### config.mk
export PLATFORM = sky130hd
export DESIGN_NAME = sae_front
export DESIGN_NICKNAME = d
export VERILOG_FILES = /design/src/rtl/core/sae_pkg.sv /design/src/rtl/core/sae_front.sv
export SDC_FILE = /design/constraint.sdc
export NUM_CORES = 1
export LEC_CHECK = 0
export ABC_AREA = 1
export ABC_CLOCK_PERIOD_IN_PS = 3400
export BUFFER_PORTS_ARGS = -buffer_cell sky130_fd_sc_hd__buf_2
export CAP_MARGIN = 40
export CORE_ASPECT_RATIO = 1.2
export CORE_UTILIZATION = 47
export DETAILED_ROUTE_END_ITERATION = 6
export PLACE_DENSITY = 0.7
export SYNTH_ARGS = -nofsm -noshare
export SYNTH_HDL_FRONTEND = slang
export SYNTH_SLANG_ARGS = --single-unit
### constraint.sdc
create_clock -name clk -period 3.4 [get_ports clk]
set_input_delay 0.34 -clock clk [delete_from_list [all_inputs] [get_ports clk]]
set_output_delay 0.34 -clock clk [all_outputs]
set_load 0.02 [all_outputs]
### src/rtl/core/sae_pkg.sv
// Shared types, constants and AES helper functions for the frame encryptor.
package sae_pkg;

	localparam int unsigned BLK_BYTES = 16;
	localparam int unsigned LEAD_BYTES = 16;
	localparam int unsigned MAX_FRAME_BYTES = 65535;
	localparam int unsigned FIFO_DEPTH = 4;
	localparam int unsigned FIFO_AW = $clog2(FIFO_DEPTH);

	localparam logic [1:0] CFG_KEY_HIGH = 2'd0;
	localparam logic [1:0] CFG_KEY_LOW = 2'd1;
	localparam logic [1:0] CFG_IV_HIGH = 2'd2;
	localparam logic [1:0] CFG_IV_LOW = 2'd3;

	typedef struct packed {
		logic [127:0] key;
		logic [127:0] iv;
	} sae_cfg_t;

	// One queued job: a clear byte (in data[127:120]) or a full block.
	typedef struct packed {
		logic         is_block;
		logic         first;
		logic         frame_end;
		logic [127:0] data;
	} sae_job_t;

	localparam logic [7:0] SBOX [256] = '{
		8'h63,8'h7c,8'h77,8'h7b,8'hf2,8'h6b,8'h6f,8'hc5,8'h30,8'h01,8'h67,8'h2b,8'hfe,8'hd7,8'hab,8'h76,
		8'hca,8'h82,8'hc9,8'h7d,8'hfa,8'h59,8'h47,8'hf0,8'had,8'hd4,8'ha2,8'haf,8'h9c,8'ha4,8'h72,8'hc0,
		8'hb7,8'hfd,8'h93,8'h26,8'h36,8'h3f,8'hf7,8'hcc,8'h34,8'ha5,8'he5,8'hf1,8'h71,8'hd8,8'h31,8'h15,
		8'h04,8'hc7,8'h23,8'hc3,8'h18,8'h96,8'h05,8'h9a,8'h07,8'h12,8'h80,8'he2,8'heb,8'h27,8'hb2,8'h75,
		8'h09,8'h83,8'h2c,8'h1a,8'h1b,8'h6e,8'h5a,8'ha0,8'h52,8'h3b,8'hd6,8'hb3,8'h29,8'he3,8'h2f,8'h84,
		8'h53,8'hd1,8'h00,8'hed,8'h20,8'hfc,8'hb1,8'h5b,8'h6a,8'hcb,8'hbe,8'h39,8'h4a,8'h4c,8'h58,8'hcf,
		8'hd0,8'hef,8'haa,8'hfb,8'h43,8'h4d,8'h33,8'h85,8'h45,8'hf9,8'h02,8'h7f,8'h50,8'h3c,8'h9f,8'ha8,
		8'h51,8'ha3,8'h40,8'h8f,8'h92,8'h9d,8'h38,8'hf5,8'hbc,8'hb6,8'hda,8'h21,8'h10,8'hff,8'hf3,8'hd2,
		8'hcd,8'h0c,8'h13,8'hec,8'h5f,8'h97,8'h44,8'h17,8'hc4,8'ha7,8'h7e,8'h3d,8'h64,8'h5d,8'h19,8'h73,
		8'h60,8'h81,8'h4f,8'hdc,8'h22,8'h2a,8'h90,8'h88,8'h46,8'hee,8'hb8,8'h14,8'hde,8'h5e,8'h0b,8'hdb,
		8'he0,8'h32,8'h3a,8'h0a,8'h49,8'h06,8'h24,8'h5c,8'hc2,8'hd3,8'hac,8'h62,8'h91,8'h95,8'he4,8'h79,
		8'he7,8'hc8,8'h37,8'h6d,8'h8d,8'hd5,8'h4e,8'ha9,8'h6c,8'h56,8'hf4,8'hea,8'h65,8'h7a,8'hae,8'h08,
		8'hba,8'h78,8'h25,8'h2e,8'h1c,8'ha6,8'hb4,8'hc6,8'he8,8'hdd,8'h74,8'h1f,8'h4b,8'hbd,8'h8b,8'h8a,
		8'h70,8'h3e,8'hb5,8'h66,8'h48,8'h03,8'hf6,8'h0e,8'h61,8'h35,8'h57,8'hb9,8'h86,8'hc1,8'h1d,8'h9e,
		8'he1,8'hf8,8'h98,8'h11,8'h69,8'hd9,8'h8e,8'h94,8'h9b,8'h1e,8'h87,8'he9,8'hce,8'h55,8'h28,8'hdf,
		8'h8c,8'ha1,8'h89,8'h0d,8'hbf,8'he6,8'h42,8'h68,8'h41,8'h99,8'h2d,8'h0f,8'hb0,8'h54,8'hbb,8'h16
	};

	function automatic logic [7:0] xtime(input logic [7:0] x);
		xtime = {x[6:0], 1'b0} ^ (x[7] ? 8'h1b : 8'h00);
	endfunction

	function automatic logic [7:0] rcon(input logic [3:0] rnd);
		case (rnd)
			4'd1:    rcon = 8'h01;
			4'd2:    rcon = 8'h02;
			4'd3:    rcon = 8'h04;
			4'd4:    rcon = 8'h08;
			4'd5:    rcon = 8'h10;
			4'd6:    rcon = 8'h20;
			4'd7:    rcon = 8'h40;
			4'd8:    rcon = 8'h80;
			4'd9:    rcon = 8'h1b;
			4'd10:   rcon = 8'h36;
			default: rcon = 8'h00;
		endcase
	endfunction

endpackage

### src/rtl/core/sae_front.sv
// Front end: tracks frame position, classifies bytes and gathers blocks.
module sae_front import sae_pkg::*; (
	input  logic         clk,
	input  logic         arst_n,
	input  logic         in_valid,
	input  logic [7:0]   in_byte,
	input  logic         frame_start,
	input  logic [15:0]  frame_length,
	input  logic [127:0] iv,
	input  logic         push_ok,
	output logic         push,
	output sae_job_t     job
);

	logic [15:0] pos_q, end_q, tot_q;
	logic        first_q;
	logic [127:0] iv_q, iv_e;
	logic [7:0]  buf_q [BLK_BYTES];
	logic [15:0] pos_e, end_e, tot_e, len_c;
	logic        first_e, is_clear, fe, acc;
	logic [127:0] blk;

	assign acc = in_valid && push_ok;

	always_comb begin
		len_c = (32'(frame_length) > MAX_FRAME_BYTES) ? 16'(MAX_FRAME_BYTES) : frame_length;
		pos_e = frame_start ? 16'd0 : pos_q;
		end_e = frame_start ? {len_c[15:4], 4'd0} : end_q;
		tot_e = frame_start ? len_c : tot_q;
		first_e = frame_start ? 1'b1 : first_q;
		iv_e = frame_start ? iv : iv_q;
		is_clear = (pos_e < 16'(LEAD_BYTES)) || (pos_e >= end_e);
		fe = ({1'b0, pos_e} + 17'd1) == {1'b0, tot_e};
		for (int i = 0; i < 15; i++) begin
			blk[127 - 8*i -: 8] = buf_q[i];
		end
		blk[7:0] = in_byte;
	end

	// the IV taken at frame start is folded into the first block of the frame
	always_comb begin
		push = acc && (is_clear || (pos_e[3:0] == 4'hf));
		job.is_block = !is_clear;
		job.first = first_e;
		job.frame_end = fe;
		job.data = is_clear ? {in_byte, 120'd0} : (first_e ? (blk ^ iv_e) : blk);
	end

	always_ff @(posedge clk or negedge arst_n) begin
		if (!arst_n) begin
			pos_q <= '0;
			end_q <= '0;
			tot_q <= '0;
			first_q <= 1'b0;
			iv_q <= '0;
		end else if (acc) begin
			pos_q <= (pos_e == 16'hffff) ? pos_e : pos_e + 16'd1;
			end_q <= end_e;
			tot_q <= tot_e;
			first_q <= (!is_clear && pos_e[3:0] == 4'hf) ? 1'b0 : first_e;
			iv_q <= iv_e;
		end
	end

	always_ff @(posedge clk) begin
		if (acc && !is_clear) begin
			buf_q[pos_e[3:0]] <= in_byte;
		end
	end

endmodule

* Word level (Yosys, flattened, before mapping) *
Memory sizes are Yosys's and may differ from the RTL's.
Cells that the tools add are included.

word-level totals
  bits in registers = 177
  memories = 1
  output and inout bits = 132
  memory bits (writable) = 128
  latch bits = 0
  word-level logic and storage cells = 32
  memory bits (read-only) = 0

cells by class
  equality and inequality tests = 3
  reduce and logical (&&, ||, !) cells = 7
  $mul = 0
  divide/modulo/power cells = 0
  add/subtract/negate cells = 2
  mux-type cells = 11
  bitwise gates (word level) = 1
  order comparisons = 2
  shifts and indexed selects = 0

memory list
  name   words  width  rd ports  clocked after Yosys merged registers in  wr ports  line             text
  buf_q  16     8      15        0                                        1         sae_front.sv:18  logic [7:0] buf_q [BLK_BYTES];

operator list
  operator                 count
  $mux W128                3
  $xor A128 B128 Y128      1
  $mux W16                 4
  $add A16 B1 Y17 const B  1
  $eq A17 B16 Y1           1
  $add A16 B1 Y16 const B  1
  $eq A16 B16 Y1 const B   1
  $ge A16 B16 Y1           1
  $lt A16 B5 Y1 const B    1
  $eq A4 B4 Y1 const B     1
  $logic_and A1 B1 Y1      4
  $mux W1                  4
  $logic_or A1 B1 Y1       2
  $logic_not A1 Y1         1

* Longest topological paths before layout *
  depth in word-level cells = 7
  gate-level depth with buffers = 23
  depth with buffers taken out = 18

* Least setup slack after synthesis *
OpenSTA, ideal clock, no wires.

  path kind = input-to-output
  from = in frame_start
  to = out job[100] in the netlist's numbering
  slack = 17 ps
  path buffers = 9
  arrival time = 3043 ps
  stages on the path = 19
  cell sequence = buf_6 -> inv_4 -> buf_6 -> buf_6 -> buf_2 -> clkbuf_1 -> buf_2 -> a21oi_1 -> ha_1 -> a21oi_1 -> nor2_1 -> a211oi_1 -> nand2_1 -> nand2_1 -> nand2_1 -> buf_6 -> buf_6 -> buf_6 -> nor2_1

RTL lines
  what             line             text
  start, declared  sae_front.sv:7   input logic frame_start,
  end, declared    sae_front.sv:12  output sae_job_t job

==> key figures <==
Detailed routing
  • Via density: 5.24
  • ANT nets after route: 0
  • DRC: 0
  • DR pass1 iterations: 6
  • Via count: 13296
  • Detailed router's first-iteration violation count: 1126
  • DRT Wirelength: 45.6 mm
  • DR WL/cell: 18.0 µm

Finish
  • Share of cells above drive strength 1: 21.0%
  • Core Util, Final: 60.0%
  • Fin nets: 2278
  • Area Overhead vs Synth: 25.8%
  • Fill cells: 2738
  • Commonest cells after routing, fill and taps aside: 378 x o21ai_0, 317 x nand2_1, 276 x buf_2, 196 x inv_1, 176 x dfrtp_1
  • Commonest non-fill, non-tap cell in the layout: o21ai_0
  • Final Instance Area: 19300 µm²

Place
  • Hpwl dp: 30.0 mm
  • Placed instance area: 17200 µm²
  • GP Congestion: 0.911
  • DP Worst Slack: 0.184 ns
  • Port Buf Inserts: 288

CTS
  • Worst-path clk slew: 0.07 ns
  • CTS Sinks: 297
  • CTS root buf: clkbuf_16
  • Clk_lat worst skew: 0.56 ns
  • Clk buf depth: 3
  • CTS tree: done
  • CTS Buf Count: 30
  • Htree depth: 1

Floorplan
  • Die width: 167 µm
  • Initial Utilization: 47.7%
  • IO Pins: 289
  • Die Span Y: 200 µm
  • FP Rows: 72
  • Full die area: 33400 µm²
  • Core footprint: 32200 µm²

Yosys
  • Synth Instances: 1768
  • Netlist Area Pre-Place: 15300 µm²
  • Ys Warns: 0
  • Synthesized Nets: 1944
  • Register area share after synthesis: 52.3%
  • Unique masters post-synth: 30
  • Seq cells post-synth: 297
  • Avg Inst Size Synth: 8.68 µm²

Global routing
  • Global route overflow: 0
  • Largest net degree at the start of global routing: 179
  • Total GRT Usage: 25.6%
  • Vias in the first global route: 12579
  • Initial antenna violation count: 6
  • First-pass GRT wire length: 66.5 mm

STA
  • Final setup violation count: 0
  • Count of final max-slew check failures: 0
  • Crit share post-route: 96.1%
  • Max Fclk: 306 MHz
  • Final WS setup: 0.132 ns
  • Slew @ Worst Pin: 0.750 ns
  • Relative slew margins: 50.0%
  • Hold Vio Cnt, Final: 0
  • Clock Skew: 0.0240 ns
  • Min Tclk post-route: 3.27 ns

Critical path
  • Type of origin of the critical path: register
  • Endpoint class of the critical path: primary output
  • CP arrival: 2.93 ns
  • Crit Path Class: reg2out
  • Critical Path Fanout Max: 8
  • Critical Path RT: 3.06 ns

Job
  • Max_cap viols: 0

Worst hold path
  • Hold Crit Class: in2reg

Power and ir drop
  • Total power: 10.6 mW
  • Static Leak: 8.95 nW
  • PD cells: 551 nW/µm²
  • Peak supply drop: 378 µV

Status
  • Status: completed
-- synthesized netlist by cell type, drive strengths merged --
cell / instances / area (µm²)
edfxtp: 120 / 3600
nand3b: 6 / 45.0
o21a: 2 / 15.0
nor3: 2 / 20.0
a22oi: 1 / 7.51
xor2: 132 / 1160
xnor3: 3 / 67.6
ha: 19 / 238
nand4: 14 / 103
a211oi: 1 / 7.51
clkinv: 1 / 3.75
nor2: 180 / 738
inv: 202 / 761
nand2: 321 / 1200
buf: 45 / 293
clkbuf: 58 / 218
dfrtp: 177 / 4430
nand3: 26 / 135
a21boi: 3 / 22.5
a21oi: 27 / 135
o21ai: 428 / 2140
-- where the power goes --
| group | switching (mW) | internal, mW | total [mW] |
|---|---|---|---|
| clock network | 1.41 | 2.06 | 3.47 |
| registers | 0.122 | 4.08 | 4.20 |
| logic | 1.86 | 1.11 | 2.97 |
| total | 3.39 | 7.25 | 10.6 |
-- logic make-up (layout without fill, tap and decap cells) --
family / count (synthesis) / in the layout / share of synthesized area (%)
flip-flops: 297 / 297 / 52.3
AO/OA/AOI/OAI: 462 / 462 / 15.2
other: 0 / 6 / 0
AND/OR/NAND/NOR: 549 / 551 / 14.6
XOR/XNOR: 135 / 135 / 7.97
adder cells (fa/ha/maj): 19 / 19 / 1.55
buffers and inverters: 306 / 662 / 8.31
-- routing by layer --
metal  global-route usage (%)  vias up  share of wire, %
li1                         -     6402                 -
met1                     30.9     6265                39
met2                     45.8      505                51
met3                     2.90      124               5.4
met4                     12.7        0               4.9
met5                        0        -                 0
-- critical path: stages, from the launching register on --
cell	delay, ns
dfrtp_1	0.41
nand2_1	0.15
inv_1	0.11
ha_1	0.30
a21oi_1	0.14
nor2_1	0.06
a211oi_1	0.22
nand2_2	0.15
nand2_8	0.15
nand2_8	0.13
buf_16	0.18
o21ai_1	0.15
buf_2	0.20
-- stage by stage --
stage	instances	hold slack [ns]	TNS, ns
5_1_grt	2539	0.0101	-0.227
2_1_floorplan	1768	0.0444	0
6_report	2539	0.0117	0
4_1_cts	2513	0.000141	0
3_3_place_gp	2403	0.418	0
3_5_place_dp	2404	0.420	0
-- repair_timing --
item | in CTS | in global routing
endpoints found under the setup margin | 49 | 128
hold buffers | 51 | 0
resized for setup | 2 | 39
gates cloned | 0 | 14
setup buffers | 2 | 6
pin swaps | 1 | 5
hold endpoints to repair | 118 | 0
-- cell type report --
cell class	count	area [µm²]	share of cell area (%)
tap	407	509	2.64
sequential	297	8030	41.6
antenna	6	15.0	0.0778
inverter	203	768	3.98
multi-input combinational	1167	6160	31.9
clock buffer	35	801	4.15
timing repair buffer	403	2770	14.4
clock inverter	21	241	1.25
-- sequential cells by signal (all words and copies together), names as in the netlist --
signal / count
tot_q: 16
buf_q: 120
first_q: 1
pos_q: 16
iv_q: 128
end_q: 16
-- worst paths after layout --
check                         start          end  slack [ns]  cells past startpoint
max                        pos_q[9]     job[121]        0.13                     12
min                          iv[56]     iv_q[56]        0.01                      3
max reg2reg                pos_q[9]  buf_q[2][5]        0.28                     13
min reg2reg                end_q[4]     end_q[4]        0.47                      2
max in group asynchronous    arst_n     iv_q[70]        2.08                      3
min in group asynchronous    arst_n     iv_q[42]        0.37                      2
Note: power is estimated with default switching activity, not from simulation.
