--- src/rtl/core/sae_pkg.sv ---
// Shared types, constants and AES helper functions for the frame encryptor.
package sae_pkg;

	localparam int unsigned BLK_BYTES = 16;
	localparam int unsigned LEAD_BYTES = 16;
	localparam int unsigned MAX_FRAME_BYTES = 65535;
	localparam int unsigned FIFO_DEPTH = 4;
	localparam int unsigned FIFO_AW = $clog2(FIFO_DEPTH);

	localparam logic [1:0] CFG_KEY_HIGH = 2'd0;
	localparam logic [1:0] CFG_KEY_LOW = 2'd1;
	localparam logic [1:0] CFG_IV_HIGH = 2'd2;
	localparam logic [1:0] CFG_IV_LOW = 2'd3;

	typedef struct packed {
		logic [127:0] key;
		logic [127:0] iv;
	} sae_cfg_t;

	// One queued job: a clear byte (in data[127:120]) or a full block.
	typedef struct packed {
		logic         is_block;
		logic         first;
		logic         frame_end;
		logic [127:0] data;
	} sae_job_t;

	localparam logic [7:0] SBOX [256] = '{
		8'h63,8'h7c,8'h77,8'h7b,8'hf2,8'h6b,8'h6f,8'hc5,8'h30,8'h01,8'h67,8'h2b,8'hfe,8'hd7,8'hab,8'h76,
		8'hca,8'h82,8'hc9,8'h7d,8'hfa,8'h59,8'h47,8'hf0,8'had,8'hd4,8'ha2,8'haf,8'h9c,8'ha4,8'h72,8'hc0,
		8'hb7,8'hfd,8'h93,8'h26,8'h36,8'h3f,8'hf7,8'hcc,8'h34,8'ha5,8'he5,8'hf1,8'h71,8'hd8,8'h31,8'h15,
		8'h04,8'hc7,8'h23,8'hc3,8'h18,8'h96,8'h05,8'h9a,8'h07,8'h12,8'h80,8'he2,8'heb,8'h27,8'hb2,8'h75,
		8'h09,8'h83,8'h2c,8'h1a,8'h1b,8'h6e,8'h5a,8'ha0,8'h52,8'h3b,8'hd6,8'hb3,8'h29,8'he3,8'h2f,8'h84,
		8'h53,8'hd1,8'h00,8'hed,8'h20,8'hfc,8'hb1,8'h5b,8'h6a,8'hcb,8'hbe,8'h39,8'h4a,8'h4c,8'h58,8'hcf,
		8'hd0,8'hef,8'haa,8'hfb,8'h43,8'h4d,8'h33,8'h85,8'h45,8'hf9,8'h02,8'h7f,8'h50,8'h3c,8'h9f,8'ha8,
		8'h51,8'ha3,8'h40,8'h8f,8'h92,8'h9d,8'h38,8'hf5,8'hbc,8'hb6,8'hda,8'h21,8'h10,8'hff,8'hf3,8'hd2,
		8'hcd,8'h0c,8'h13,8'hec,8'h5f,8'h97,8'h44,8'h17,8'hc4,8'ha7,8'h7e,8'h3d,8'h64,8'h5d,8'h19,8'h73,
		8'h60,8'h81,8'h4f,8'hdc,8'h22,8'h2a,8'h90,8'h88,8'h46,8'hee,8'hb8,8'h14,8'hde,8'h5e,8'h0b,8'hdb,
		8'he0,8'h32,8'h3a,8'h0a,8'h49,8'h06,8'h24,8'h5c,8'hc2,8'hd3,8'hac,8'h62,8'h91,8'h95,8'he4,8'h79,
		8'he7,8'hc8,8'h37,8'h6d,8'h8d,8'hd5,8'h4e,8'ha9,8'h6c,8'h56,8'hf4,8'hea,8'h65,8'h7a,8'hae,8'h08,
		8'hba,8'h78,8'h25,8'h2e,8'h1c,8'ha6,8'hb4,8'hc6,8'he8,8'hdd,8'h74,8'h1f,8'h4b,8'hbd,8'h8b,8'h8a,
		8'h70,8'h3e,8'hb5,8'h66,8'h48,8'h03,8'hf6,8'h0e,8'h61,8'h35,8'h57,8'hb9,8'h86,8'hc1,8'h1d,8'h9e,
		8'he1,8'hf8,8'h98,8'h11,8'h69,8'hd9,8'h8e,8'h94,8'h9b,8'h1e,8'h87,8'he9,8'hce,8'h55,8'h28,8'hdf,
		8'h8c,8'ha1,8'h89,8'h0d,8'hbf,8'he6,8'h42,8'h68,8'h41,8'h99,8'h2d,8'h0f,8'hb0,8'h54,8'hbb,8'h16
	};

	function automatic logic [7:0] xtime(input logic [7:0] x);
		xtime = {x[6:0], 1'b0} ^ (x[7] ? 8'h1b : 8'h00);
	endfunction

	function automatic logic [7:0] rcon(input logic [3:0] rnd);
		case (rnd)
			4'd1:    rcon = 8'h01;
			4'd2:    rcon = 8'h02;
			4'd3:    rcon = 8'h04;
			4'd4:    rcon = 8'h08;
			4'd5:    rcon = 8'h10;
			4'd6:    rcon = 8'h20;
			4'd7:    rcon = 8'h40;
			4'd8:    rcon = 8'h80;
			4'd9:    rcon = 8'h1b;
			4'd10:   rcon = 8'h36;
			default: rcon = 8'h00;
		endcase
	endfunction

endpackage

--- src/rtl/core/sae_fifo.sv ---
// Short job queue between front end and cipher back end.
module sae_fifo import sae_pkg::*; (
	input  logic     clk,
	input  logic     arst_n,
	input  logic     push,
	input  sae_job_t wr_job,
	output logic     not_full,
	input  logic     pop,
	output logic     not_empty,
	output sae_job_t rd_job
);

	sae_job_t          mem_q [FIFO_DEPTH];
	logic [FIFO_AW-1:0] wp_q, rp_q;
	logic [FIFO_AW:0]   cnt_q;

	assign not_full = cnt_q != (FIFO_AW+1)'(FIFO_DEPTH);
	assign not_empty = cnt_q != '0;
	assign rd_job = mem_q[rp_q];

	always_ff @(posedge clk or negedge arst_n) begin
		if (!arst_n) begin
			wp_q <= '0;
			rp_q <= '0;
			cnt_q <= '0;
		end else begin
			if (push) wp_q <= wp_q + 1'b1;
			if (pop) rp_q <= rp_q + 1'b1;
			if (push && !pop) cnt_q <= cnt_q + 1'b1;
			else if (pop && !push) cnt_q <= cnt_q - 1'b1;
		end
	end

	always_ff @(posedge clk) begin
		if (push) mem_q[wp_q] <= wr_job;
	end

endmodule

--- config.mk ---
export PLATFORM = sky130hd
export DESIGN_NAME = sae_fifo
export DESIGN_NICKNAME = d
export VERILOG_FILES = /design/src/rtl/core/sae_pkg.sv /design/src/rtl/core/sae_fifo.sv
export SDC_FILE = /design/constraint.sdc
export NUM_CORES = 1
export LEC_CHECK = 0
export BUFFER_PORTS_ARGS = -buffer_cell sky130_fd_sc_hd__buf_2
export CAP_MARGIN = 0
export CORE_UTILIZATION = 50
export CTS_BUF_LIST = sky130_fd_sc_hd__clkbuf_2
export CTS_CLUSTER_SIZE = 16
export DETAILED_ROUTE_END_ITERATION = 6
export HOLD_SLACK_MARGIN = 0.12
export PLACE_DENSITY = 0.71
export RECOVER_POWER = 100
export SLEW_MARGIN = 20
export SYNTH_ARGS = -nofsm -noshare
export SYNTH_HDL_FRONTEND = slang
export SYNTH_SLANG_ARGS = --single-unit
--- constraint.sdc ---
create_clock -name clk -period 8.5 [get_ports clk]
set_clock_uncertainty 0.1 [all_clocks]
set_input_delay 0.85 -clock clk [delete_from_list [all_inputs] [get_ports clk]]
set_output_delay 0.85 -clock clk [all_outputs]
set_load 0.01 [all_outputs]
After elaboration in Yosys (flattened, before gate mapping)
Memory sizes are Yosys's and may differ from the RTL's.
Cells that the tools add are included.
Widths: inputs -> output; s select.
- bits in latches: 0
- memory bits (read-only): 0
- input port bits: 135
- word-level logic and storage cells: 19
- memory bits (writable): 524
- output and inout bits: 133
- memories kept: 1
- register bits: 7
- memories (name ; depth ; bits a word ; read ports ; clocked after memory_dff ; write ports ; line ; RTL):
    mem_q ; 4 ; 131 ; 1 ; 0 ; 1 ; sae_fifo.sv:13 ; sae_job_t mem_q [FIFO_DEPTH];
- add/sub/neg operators: 4
- $lt $le $gt $ge: 0
- mux-type cells: 4
- bitwise operators: 0
- multipliers: 0
- shift-type cells: 0
- equality and inequality tests: 1
- reductions and logical operators: 6
- div/mod/pow operators: 0
- operators with widths (kind ; count):
    $mux 3 ; 2
    $add 2x1->2 const B ; 2
    $add 3x1->3 const B ; 1
    $ne 3x3->1 const B ; 1
    $reduce_bool 3->1 ; 1
    $sub 3x1->3 const B ; 1
    $logic_and 1x1->1 ; 2
    $logic_not 1->1 ; 2
    $mux 1 ; 2
    $reduce_bool 2->1 ; 1

Depth between registers and ports, before layout
Gate-level depths: netlist of the first run.
- depth in word-level cells: 4
- gate-level depth with buffers: 7
- mapped depth without buffers: 7

Worst setup path after synthesis of the first run
OpenSTA, ideal clock, no wires.
- path type: in2reg
- from: input push
- to: memory mem_q[3][0] (netlist bit), enable pin
- cell stages on the path: 1
- data required time: 7895 ps
- library setup time: 505 ps
- slack: 4045 ps
- arrival: 3850 ps
- buffers on the path: 0
- cells stage by stage: and2_1
- cells in the longest elaborated chain, start to end: 2
- RTL lines (element ; line ; RTL):
    start: declaration ; sae_fifo.sv:5 ; input logic push,
    $mux 1 ; sae_fifo.sv:35 ; if (push) mem_q[wp_q] <= wr_job;
    $mux 1 (not written as such) ; sae_fifo.sv:35 ;
    end: declaration ; sae_fifo.sv:13 ;
Every way passes these cells.

Worst setup path after layout of the first run
- from: input push
- to: memory mem_q[3][50] (netlist bit), enable pin
The elaborated chain is that of the path after synthesis.

==> qor.csv, run 1 <==
stage;metric;value;unit
outcome;status;complete, but fails checks;
outcome;violations;max-capacitance violations, max-slew violations;
clock_network;clk_pin_slew;0.11;ns
flow_run;drv_cap;9;
sta;setup_viol;0;
layout;layout_commonest_cell;edfxtp_1;
yosys;yosys_warnings;0;
yosys;synth_top_cell_by_area;edfxtp_1;
yosys;ys_ff_latch;531;
yosys;synthDominantCellAreaShare;81.6;%
clock_network;clock_sinks;531;
global_routing;grt_pass1_wl;56200;um
clock_network;cts_setup_buffers;0;
yosys;synth-seq-area-share;82.5;%
sta;slew_headroom;-257;%
die;die_x;198;um
sta;finalHoldViolations;0;
die;coreArea;37800;um2
layout;drive_gt1_share;25.4;%
setup_path;cp.required;9.00;ns
drt;dr.pass1.iters;4;
die;fp-row-count;71;
setup_path;endpoint_kind;register;
drt;drt-total-wl;37200;um
global_routing;grt_pass1_vias;10332;
setup_path;crit_path_start_kind;input port;
placement;place_inst;1479;
global_routing;grt_max_degree;69;
power_and_ir_drop;p_per_area;316;nW/um2
placement;dp_hpwl;21100;um
drt;avgViaCountPerCell;5.17;
power_and_ir_drop;ir_worst_vdd;190;uV
drt;wire_per_inst;20.3;um
global_routing;grt.overflow.total;0;
sta;setup_tns;0;ns
power_and_ir_drop;p_leak;7.64;nW
sta;tightest_slew;5.36;ns
clock_network;numCtsBuffers;132;
setup_path;cp_max_fo;68;
clock_network;htree_levels;4;
yosys;synth_fp_nets;861;
drt;ant_nets;0;
setup_path;crit_arrival;6.86;ns
sta;report.final.slew_viol_count;395;
sta;max_freq;157;MHz
global_routing;antenna_found_initial;2;
yosys;ys_types;18;
sta;period_share;74.9;%
setup_path;worst-setup-path-type;in2reg;
sta;min_period;6.36;ns
placement;io_buffers;267;
drt;drc;0;
die;die_area;39400;um2
layout;syn_to_final_growth;20.9;%
yosys;netlist_area;19300;um2
yosys;syn_inst;720;
placement;gp_congestion;0.704;
clock_network;cts_tree;yes;
clock_network;ctsResizeCount;0;
layout;most-common-layout-cells;edfxtp_1 (524), clkbuf_1 (264), clkbuf_2 (175), dlygate4sd3_1 (135), mux4_2 (131);
layout;fin_cells;1831;
clock_network;clk_latency;1.02;ns
worst_hold_path;hold_class;reg2reg;
die;die-height;198;um
power_and_ir_drop;total_power;7.37;mW
die;io_pins;268;
layout;fillers;2837;
die;start_util;50.9;%
drt;vias;9474;
clock_network;clockBufferDepth;3;
clock_network;clockRootBuffer;clkbuf_2;
yosys;avgSynthCellArea;26.8;um2
layout;layout.nets;1378;
sta;rsz0062_at_grt;false;
layout;finalInstanceArea;23300;um2
drt;drt-initial-drc-count;491;
placement;dpl_cell_area;21200;um2
global_routing;grt_usage;19.4;%
yosys;synth.top_cells.by_area;edfxtp_1 (82%), mux4_2 (15%), dfrtp_1 (0.91%);
## critical path, stage by stage
cell	delay (ns)
dlygate4sd3_1	0.53
clkbuf_1	0.32
and2_0	3.86
buf_4	1.19
## layer usage
metal,up-vias,routed length (um),track usage (%)
li1,4227,-,-
met1,4890,14800,23.2
met2,304,19300,32.7
met3,53,2390,6.24
met4,0,656,7.90
met5,-,0,0
## final cells by class
class                      count  area (um2)  area share (%)
inverter                       4        15.0          0.0644
tap                          511         639            2.74
antenna                        3        7.51          0.0322
timing repair buffer         413        2420            10.4
clock inverter                41         294            1.26
multi-input combinational    155        3150            13.5
sequential                   531       15900            68.3
clock buffer                 173         866            3.71
## path summary, 6_finish.rpt
| check | endpoint | from | depth (start not counted) | slack, ns |
|---|---|---|---|---|
| setup / recovery | mem_q[3][50]$_DFFE_PP_ | push | 4 | 2.14 |
| min in group asynchronous | cnt_q[2]$_DFFE_PN0P_ | arst_n | 3 | 0.67 |
| hold / removal | cnt_q[2]$_DFFE_PN0P_ | cnt_q[2]$_DFFE_PN0P_ | 1 | 0.41 |
| max in group asynchronous | rp_q[1]$_DFFE_PN0P_ | arst_n | 3 | 7.33 |
| setup reg to reg | mem_q[3][50]$_DFFE_PP_ | wp_q[0]$_DFFE_PN0P_ | 3 | 2.28 |
| hold reg to reg | cnt_q[2]$_DFFE_PN0P_ | cnt_q[2]$_DFFE_PN0P_ | 1 | 0.41 |
## cell usage after synthesis
cell and number:
edfxtp_1 524, mux4_2 131, buf_2 16, buf_6 9, dfrtp_1 7, ha_1 5, and2_1 4, clkbuf_1 4
inv_1 4, xor2_1 4, nand2_1 3, nor2_1 2, xnor2_1 2, buf_4 1, fa_1 1, mux2_2 1
o21ai_0 1, or3_1 1
## repair_timing
action / 4_1_cts / 5_1_grt
hold endpoints to repair: 537 / 0
hold buffers: 135 / 0
setup endpoints to repair: 0 / 0
## sequential cells by signal, summed over array words and instances, names as in the netlist
name and cells:
cnt_q 3, mem_q 524, rp_q 2, wp_q 2
## where the power goes
part	switching, mW	leakage (nW)	internal (mW)
logic	1.16	1.88	0.909
clock network	0.940	0.867	0.702
registers	0.203	4.89	3.45
total	2.30	7.64	5.06
## through the flow
stage	hold slack, ns	utilization (%)	setup WS (ns)
2_1_floorplan	0.355	-	4.04
3_3_place_gp	0.369	55.9	4.52
3_5_place_dp	0.389	55.9	4.50
4_1_cts	0.276	62.6	3.28
5_1_grt	0.360	61.6	1.78
6_report	0.414	61.6	2.14
## cells by family (layout without fill, tap and decap cells)
logic type	Yosys count	after routing	synth area share, %
AOI/OAI and AO/OA	1	1	0.0259
xor gates and xnor gates	6	6	0.273
adders and majority gates	6	6	0.428
buffers and inverters	34	631	1.14
DFF	531	531	82.5
muxes	132	132	15.4
other	0	3	0
and+or+nand+nor	10	10	0.260
(Power assumes the default switching activity.)
==> inputs of run 2 (changes only) <==
- ABC_AREA: default -> 1
- PLACE_DENSITY: 0.71 -> 0.73
- clock period: 8.5 -> 5.3 ns (I/O delays scaled with it)
==> run 2 against run 1 <==
The flow still finishes with violations (max-capacitance violations, max-slew violations). Final cell count rose by 55%. Via count rose by 50%. Sequential cell count stayed put. Combinational power grew 130%. Sequential share of layout area decreased by 9.0 points. Die area grew 12%. Register-to-register slack got worse by 1.4 ns. Clock-buffer cell count up 16. Synthesized area increased by 12%. Largest cell class unchanged.
==> qor.csv, run 2 <==
stage;metric;value;unit
yosys;synth-seq-area-share;73.6;%
die;io_pins;268;
yosys;synth.top_cells.by_area;edfxtp_1 (73%), nand2_1 (7.0%), o211ai_1 (6.0%);
layout;syn_to_final_growth;24.3;%
yosys;synth_edf_count;524;
yosys;synth-compound-area-share;11.2;%
setup_path;endpoint_kind;register;
yosys;synth_fp_nets;1719;
yosys;yosys.area_share.simple;7.11;%
layout;largest-register;mem_q;
drt;avgViaCountPerCell;4.99;
sta;report.final.slew_viol_count;303;
outcome;violations;max-capacitance violations, max-slew violations;
global_routing;grt_max_degree;103;
power_and_ir_drop;p_leak;10.9;nW
drt;drt-total-wl;48400;um
setup_path;reg2reg_slack;0.87;ns
sta;rsz0062_at_grt;false;
clock_network;hold_buffers;269;
yosys;synth_xor_area_share;0.162;%
layout;drive_gt1_share;19.6;%
yosys;syn_inst;1578;
global_routing;grt.overflow.total;0;
die;start_util;51.1;%
sta;setup_viol;0;
clock_network;ctsResizeCount;0;
layout;layout.nets;2319;
clock_network;numCtsBuffers;132;
setup_path;crit_path_start_kind;register;
layout;fin_cells;2847;
setup_path;cp.required;6.01;ns
layout;largest_reg_flops;524;
yosys;synth_top_family_by_area;compound AO/OA/AOI/OAI gates;
setup_path;cp_max_fo;75;
setup_path;crit_arrival;5.14;ns
clock_network;clockBufferDepth;3;
layout;reg_top3;mem_q x524, cnt_q x3;
drt;vias;14196;
global_routing;antenna_found_initial;5;
layout;finalInstanceArea;26900;um2
die;coreArea;42300;um2
yosys;yosysMostFrequentCell;edfxtp_1;
global_routing;grt_pass1_vias;14739;
power_and_ir_drop;ir_worst_vdd;379;uV
clock_network;clockRootBuffer;clkbuf_2;
setup_path;reg2reg_to;mem_q[3][119]$_DFFE_PP_;
yosys;synthDominantCellAreaShare;72.8;%
setup_path;r2r-start;wp_q[0]$_DFFE_PN0P_;
sta;setup_tns;0;ns
flow_run;drv_cap;6;
die;fp-row-count;75;
sta;slew_headroom;-132;%
die;die-height;210;um
sta;min_period;4.43;ns
drt;ant_nets;0;
yosys;synth_common_cells;edfxtp_1 (524), nand2_1 (404), inv_1 (274);
clock_network;clk_latency;1.18;ns
setup_path;r2r_cells;4;
yosys;synth_mux_area_share;0;%
yosys;avgSynthCellArea;13.7;um2
outcome;status;complete, but fails checks;
yosys;netlist_area;21600;um2
drt;drc;0;
global_routing;grt_pass1_wl;76100;um
yosys;async_flop_share;1.32;%
yosys;synth_top_cell_by_area;edfxtp_1;
placement;gp_congestion;0.761;
layout;most-common-layout-cells;edfxtp_1 (524), nand2_1 (404), inv_1 (271), dlygate4sd3_1 (269), o211ai_1 (209);
die;die_area;44100;um2
setup_path;setup.worst_path.end;mem_q[3][119]$_DFFE_PP_;
global_routing;grt_usage;22.5;%
layout;layout_commonest_cell;edfxtp_1;
power_and_ir_drop;p_per_area;495;nW/um2
die;die_x;210;um
placement;place_inst;2351;
placement;io_buffers;267;
clock_network;htree_levels;4;
clock_network;cts_tree;yes;
placement;dp_hpwl;25300;um
sta;finalHoldViolations;0;
yosys;synthFlopType;edfxtp_1;
setup_path;worst-setup-path-type;reg2reg;
placement;dpl_cell_area;23300;um2
sta;max_freq;226;MHz
clock_network;clock_sinks;531;
drt;wire_per_inst;17.0;um
worst_hold_path;whs_path_depth;2;
worst_hold_path;hold_class;reg2reg;
drt;dr.pass1.iters;5;
drt;drt-initial-drc-count;920;
yosys;synth_adder_area_share;0.382;%
clock_network;clk_pin_slew;0.11;ns
yosys;ys_types;19;
setup_path;crit_start;wp_q[0]$_DFFE_PN0P_;
yosys;yosys_warnings;0;
sta;tightest_slew;3.48;ns
sta;period_share;83.6;%
clock_network;cts_setup_buffers;0;
yosys;ys_ff_latch;531;
## run 2: cell count changes in the layout (fill, tap and decap cells not counted), moves of 6 or more
cell and delta:
nand2_1 +401, inv_1 +267, o211ai_1 +209, clkbuf_1 -163
buf_2 +162, dlygate4sd3_1 +134, mux4_2 -131, o211ai_2 +53
clkbuf_2 +17, clkinv_1 -6
## run 2: stage by stage
stage	hold WS (ns)	power, mW	worst slack (ns)	util (%)
2_1_floorplan	0.134	9.18	1.35	-
3_3_place_gp	0.277	10.6	2.42	55.1
3_5_place_dp	0.279	10.7	2.36	55.1
4_1_cts	0.305	13.6	0.878	64.2
5_1_grt	0.415	14.1	0.559	63.5
6_report	0.435	13.3	0.871	63.5
## run 2: power by group
group | leakage, nW | switching [mW] | total [mW] | internal, mW
clock | 0.907 | 1.58 | 2.72 | 1.14
combinational | 5.07 | 3.28 | 4.80 | 1.52
sequential | 4.89 | 0.270 | 5.79 | 5.52
total | 10.9 | 5.12 | 13.3 | 8.19
## run 2: how the worst min path moves through the flow
| stage | endpoint | slack (ns) | start |
|---|---|---|---|
| after floorplan | cnt_q[0]$_DFFE_PN0P_ | 0.13 | arst_n |
| after global placement | cnt_q[2]$_DFFE_PN0P_ | 0.28 | arst_n |
| after detailed placement | cnt_q[2]$_DFFE_PN0P_ | 0.28 | arst_n |
| after CTS | mem_q[0][83]$_DFFE_PP_ | 0.30 | wr_job[83] |
| after global routing | mem_q[3][49]$_DFFE_PP_ | 0.41 | wr_job[49] |
| final | cnt_q[2]$_DFFE_PN0P_ | 0.44 | cnt_q[2]$_DFFE_PN0P_ |
## run 2: worst max-delay path: stages, from the launching register on
cell and delay, ns:
dfrtp_1 0.43, ha_1 0.17, nand2_1 0.05, inv_1 2.44, buf_4 0.78
## run 2: final cells by class
type | instances | area [um2]
clock buffer | 189 | 946
tap | 577 | 722
clock inverter | 32 | 226
antenna | 5 | 12.5
multi-input combinational | 682 | 3900
timing repair buffer | 555 | 4100
inverter | 276 | 1060
fill | 3121 | 15400
sequential | 531 | 15900
## run 2: cells by family (layout without fill, tap and decap cells)
family,count (synthesis),after routing
xor+xnor,4,4
compound gates,264,264
simple gates,408,408
fa+ha+maj,6,6
other cells,0,5
flops,531,531
buf+inv,365,1052
## run 2: routing by layer
metal	vias to the layer above	global-route usage (%)	share of wire, %
li1	6793	-	-
met1	6824	26.1	39
met2	501	37.8	51
met3	78	8.10	8.4
met4	0	9.72	1.9
met5	-	0	0
==> inputs of run 3 (changes only) <==
- PLACE_DENSITY: 0.73 -> 0.7
- clock period: 5.3 -> 4.54 ns (I/O delays scaled with it)
==> run 3 against run 2 <==
The flow still finishes with violations (max-capacitance violations, max-slew violations). Global-route usage fell by 0.53 points. Clock-buffer cell count up 13. Sequential power up 20%. Die area is the same. Final cell count up 0.60%. Non-clock buffer count is 2 lower. Sequential share of layout area decreased by 0.071 points. Critical path depth grew 1.
==> qor.csv, run 3 (synthesis gave the netlist of run 2 again) <==
stage;metric;value;unit
drt;avgViaCountPerCell;4.92;
sta;fin_ws;0.398;ns
clock_network;htree_levels;4;
clock_network;cts_tree;yes;
power_and_ir_drop;clockPowerShare;21.4;%
drt;ant_nets;0;
setup_path;cp_max_fo;73;
layout;regArea;15900;um2
sta;hold_slack;0.433;ns
layout;layout.nets;2320;
clock_network;clockBufferDepth;3;
sta;finalHoldViolations;0;
power_and_ir_drop;ir_worst_vdd;444;uV
drt;wire_per_inst;16.5;um
placement;dp_hpwl;24400;um
layout;syn_to_final_growth;24.5;%
power_and_ir_drop;p_leak;10.9;nW
clock_network;clockRootBuffer;clkbuf_2;
layout;most-common-layout-cells;edfxtp_1 (524), nand2_1 (404), inv_1 (270), dlygate4sd3_1 (269), o211ai_1 (224);
clock_network;clk_latency;1.20;ns
setup_path;cp_cell_sequence;inv_6, buf_6, o211ai_1, nand2_1, buf_2;
setup_path;critical-path-slowest-cell;dfrtp_4;
die;coreArea;42300;um2
placement;io_buffers;267;
layout;largest-register;mem_q;
drt;drt-initial-drc-count;879;
layout;fillers;3095;
layout;finalInstanceArea;26900;um2
die;die-height;210;um
power_and_ir_drop;p_per_area;580;nW/um2
clock_network;clk_pin_slew;0.08;ns
setup_path;cp.required;3.99;ns
layout;largest_reg_flops;524;
layout;layout_commonest_cell;edfxtp_1;
setup_path;reg2reg_slack;0.41;ns
power_and_ir_drop;pwr-share-seq;44.3;%
setup_path;crit_path_start_kind;register;
sta;report.final.slew_viol_count;335;
drt;dr.pass1.iters;5;
drt;vias;14104;
power_and_ir_drop;netSwitchingPower;5.92;mW
power_and_ir_drop;power_frac_comb;34.3;%
layout;drive_gt1_share;20.1;%
sta;tightest_slew;2.21;ns
clock_network;clock_sinks;531;
die;start_util;51.1;%
clock_network;cts_setup_buffers;0;
placement;place_ws;1.60;ns
worst_hold_path;hold_class;reg2reg;
placement;dpl_cell_area;23400;um2
setup_path;worst-setup-path-type;reg2out;
power_and_ir_drop;sw_frac_of_total;37.9;%
flow_run;drv_cap;4;
sta;setup_viol;0;
sta;min_period;4.14;ns
global_routing;antenna_found_initial;7;
global_routing;grt_pass1_wl;74200;um
die;fp-row-count;75;
die;die_x;210;um
setup_path;critPathMaxStageDelay;0.83;ns
outcome;status;complete, but fails checks;
placement;gp_congestion;0.767;
layout;final_core_util;63.6;%
sta;slew_headroom;-47.8;%
sta;rsz0062_at_grt;false;
layout;multi_input_area;3820;um2
drt;drc;0;
global_routing;grt_usage;22.0;%
setup_path;endpoint_kind;primary output;
global_routing;grt.overflow.total;0;
die;io_pins;268;
outcome;violations;max-capacitance violations, max-slew violations;
layout;reg_top3;mem_q x524, cnt_q x3;
global_routing;grt_pass1_vias;14587;
global_routing;grt_max_degree;95;
sta;setup_tns;0;ns
sta;period_share;91.2;%
clock_network;numCtsBuffers;135;
setup_path;crit_arrival;3.59;ns
die;die_area;44100;um2
drt;drt-total-wl;47200;um
power_and_ir_drop;p_int;9.69;mW
sta;max_freq;241;MHz
## run 3: cell types whose count changed in the layout (fill, tap and decap cells not counted), moves of 4 or more
cell / previous run / this run
buf_2: 169 / 185
clkbuf_1: 101 / 80
clkbuf_2: 192 / 203
clkbuf_4: 0 / 5
clkinv_1: 20 / 27
clkinvlp_4: 0 / 4
inv_2: 8 / 3
o211ai_1: 209 / 224
o211ai_2: 53 / 38
## run 3: power groups by stage
stage / combinational, mW / sequential, mW / clock, mW
6_report: 5.35 / 6.92 / 3.34
4_1_cts: 5.71 / 6.89 / 3.43
2_1_floorplan: 3.93 / 6.79 / 0
3_5_place_dp: 5.51 / 7.00 / 0
5_1_grt: 5.89 / 7.02 / 3.70
3_3_place_gp: 5.42 / 6.96 / 0
## run 3: layout make-up
type | instances | share of cell area, %
flip-flops and latches | 531 | 59.1
repair buffers | 553 | 15.2
multi-input cells | 682 | 14.2
inverters | 276 | 3.92
clock buffers | 202 | 3.76
well taps | 577 | 2.68
clock inverters | 35 | 0.981
diodes | 8 | 0.0744
## run 3: critical path, delay by kind of cell, from the launching register on
family          cells  cell delay [ns]
simple gates        1             0.09
buf+inv             3             1.22
flops               1             0.83
compound gates      1             0.20
## run 3: worst paths after layout
kind | start | endpoint | cells after the start
min in group asynchronous | arst_n | cnt_q[2]$_DFFE_PN0P_ | 4
max in group asynchronous | arst_n | rp_q[1]$_DFFE_PN0P_ | 4
worst max-delay path | rp_q[1]$_DFFE_PN0P_ | rd_job[61] | 5
worst max register to register | wp_q[0]$_DFFE_PN0P_ | mem_q[0][87]$_DFFE_PP_ | 5
worst min register to register | wp_q[0]$_DFFE_PN0P_ | wp_q[0]$_DFFE_PN0P_ | 1
worst min-delay path | wp_q[0]$_DFFE_PN0P_ | wp_q[0]$_DFFE_PN0P_ | 1
## run 3: per-layer routing
metal | GRT usage [%] | vias up | wire [um] | share of wire (%)
met5 | 0 | - | 0 | 0
met4 | 10.8 | 0 | 1120 | 2.4
met3 | 7.99 | 93 | 3750 | 7.9
met2 | 36.0 | 473 | 23500 | 50
met1 | 25.7 | 6730 | 18800 | 40
li1 | - | 6808 | - | -
## run 3: repair_timing
item,in CTS,in global routing
hold buffers,269,0
gates resized for setup,0,0
hold endpoints to repair,941,0
## run 3: stage by stage
stage,cells,power [mW]
floorplan,1578,10.7
global placement,2350,12.4
detailed placement,2350,12.5
CTS,2856,16.0
global route,2863,16.6
finish,2864,15.6
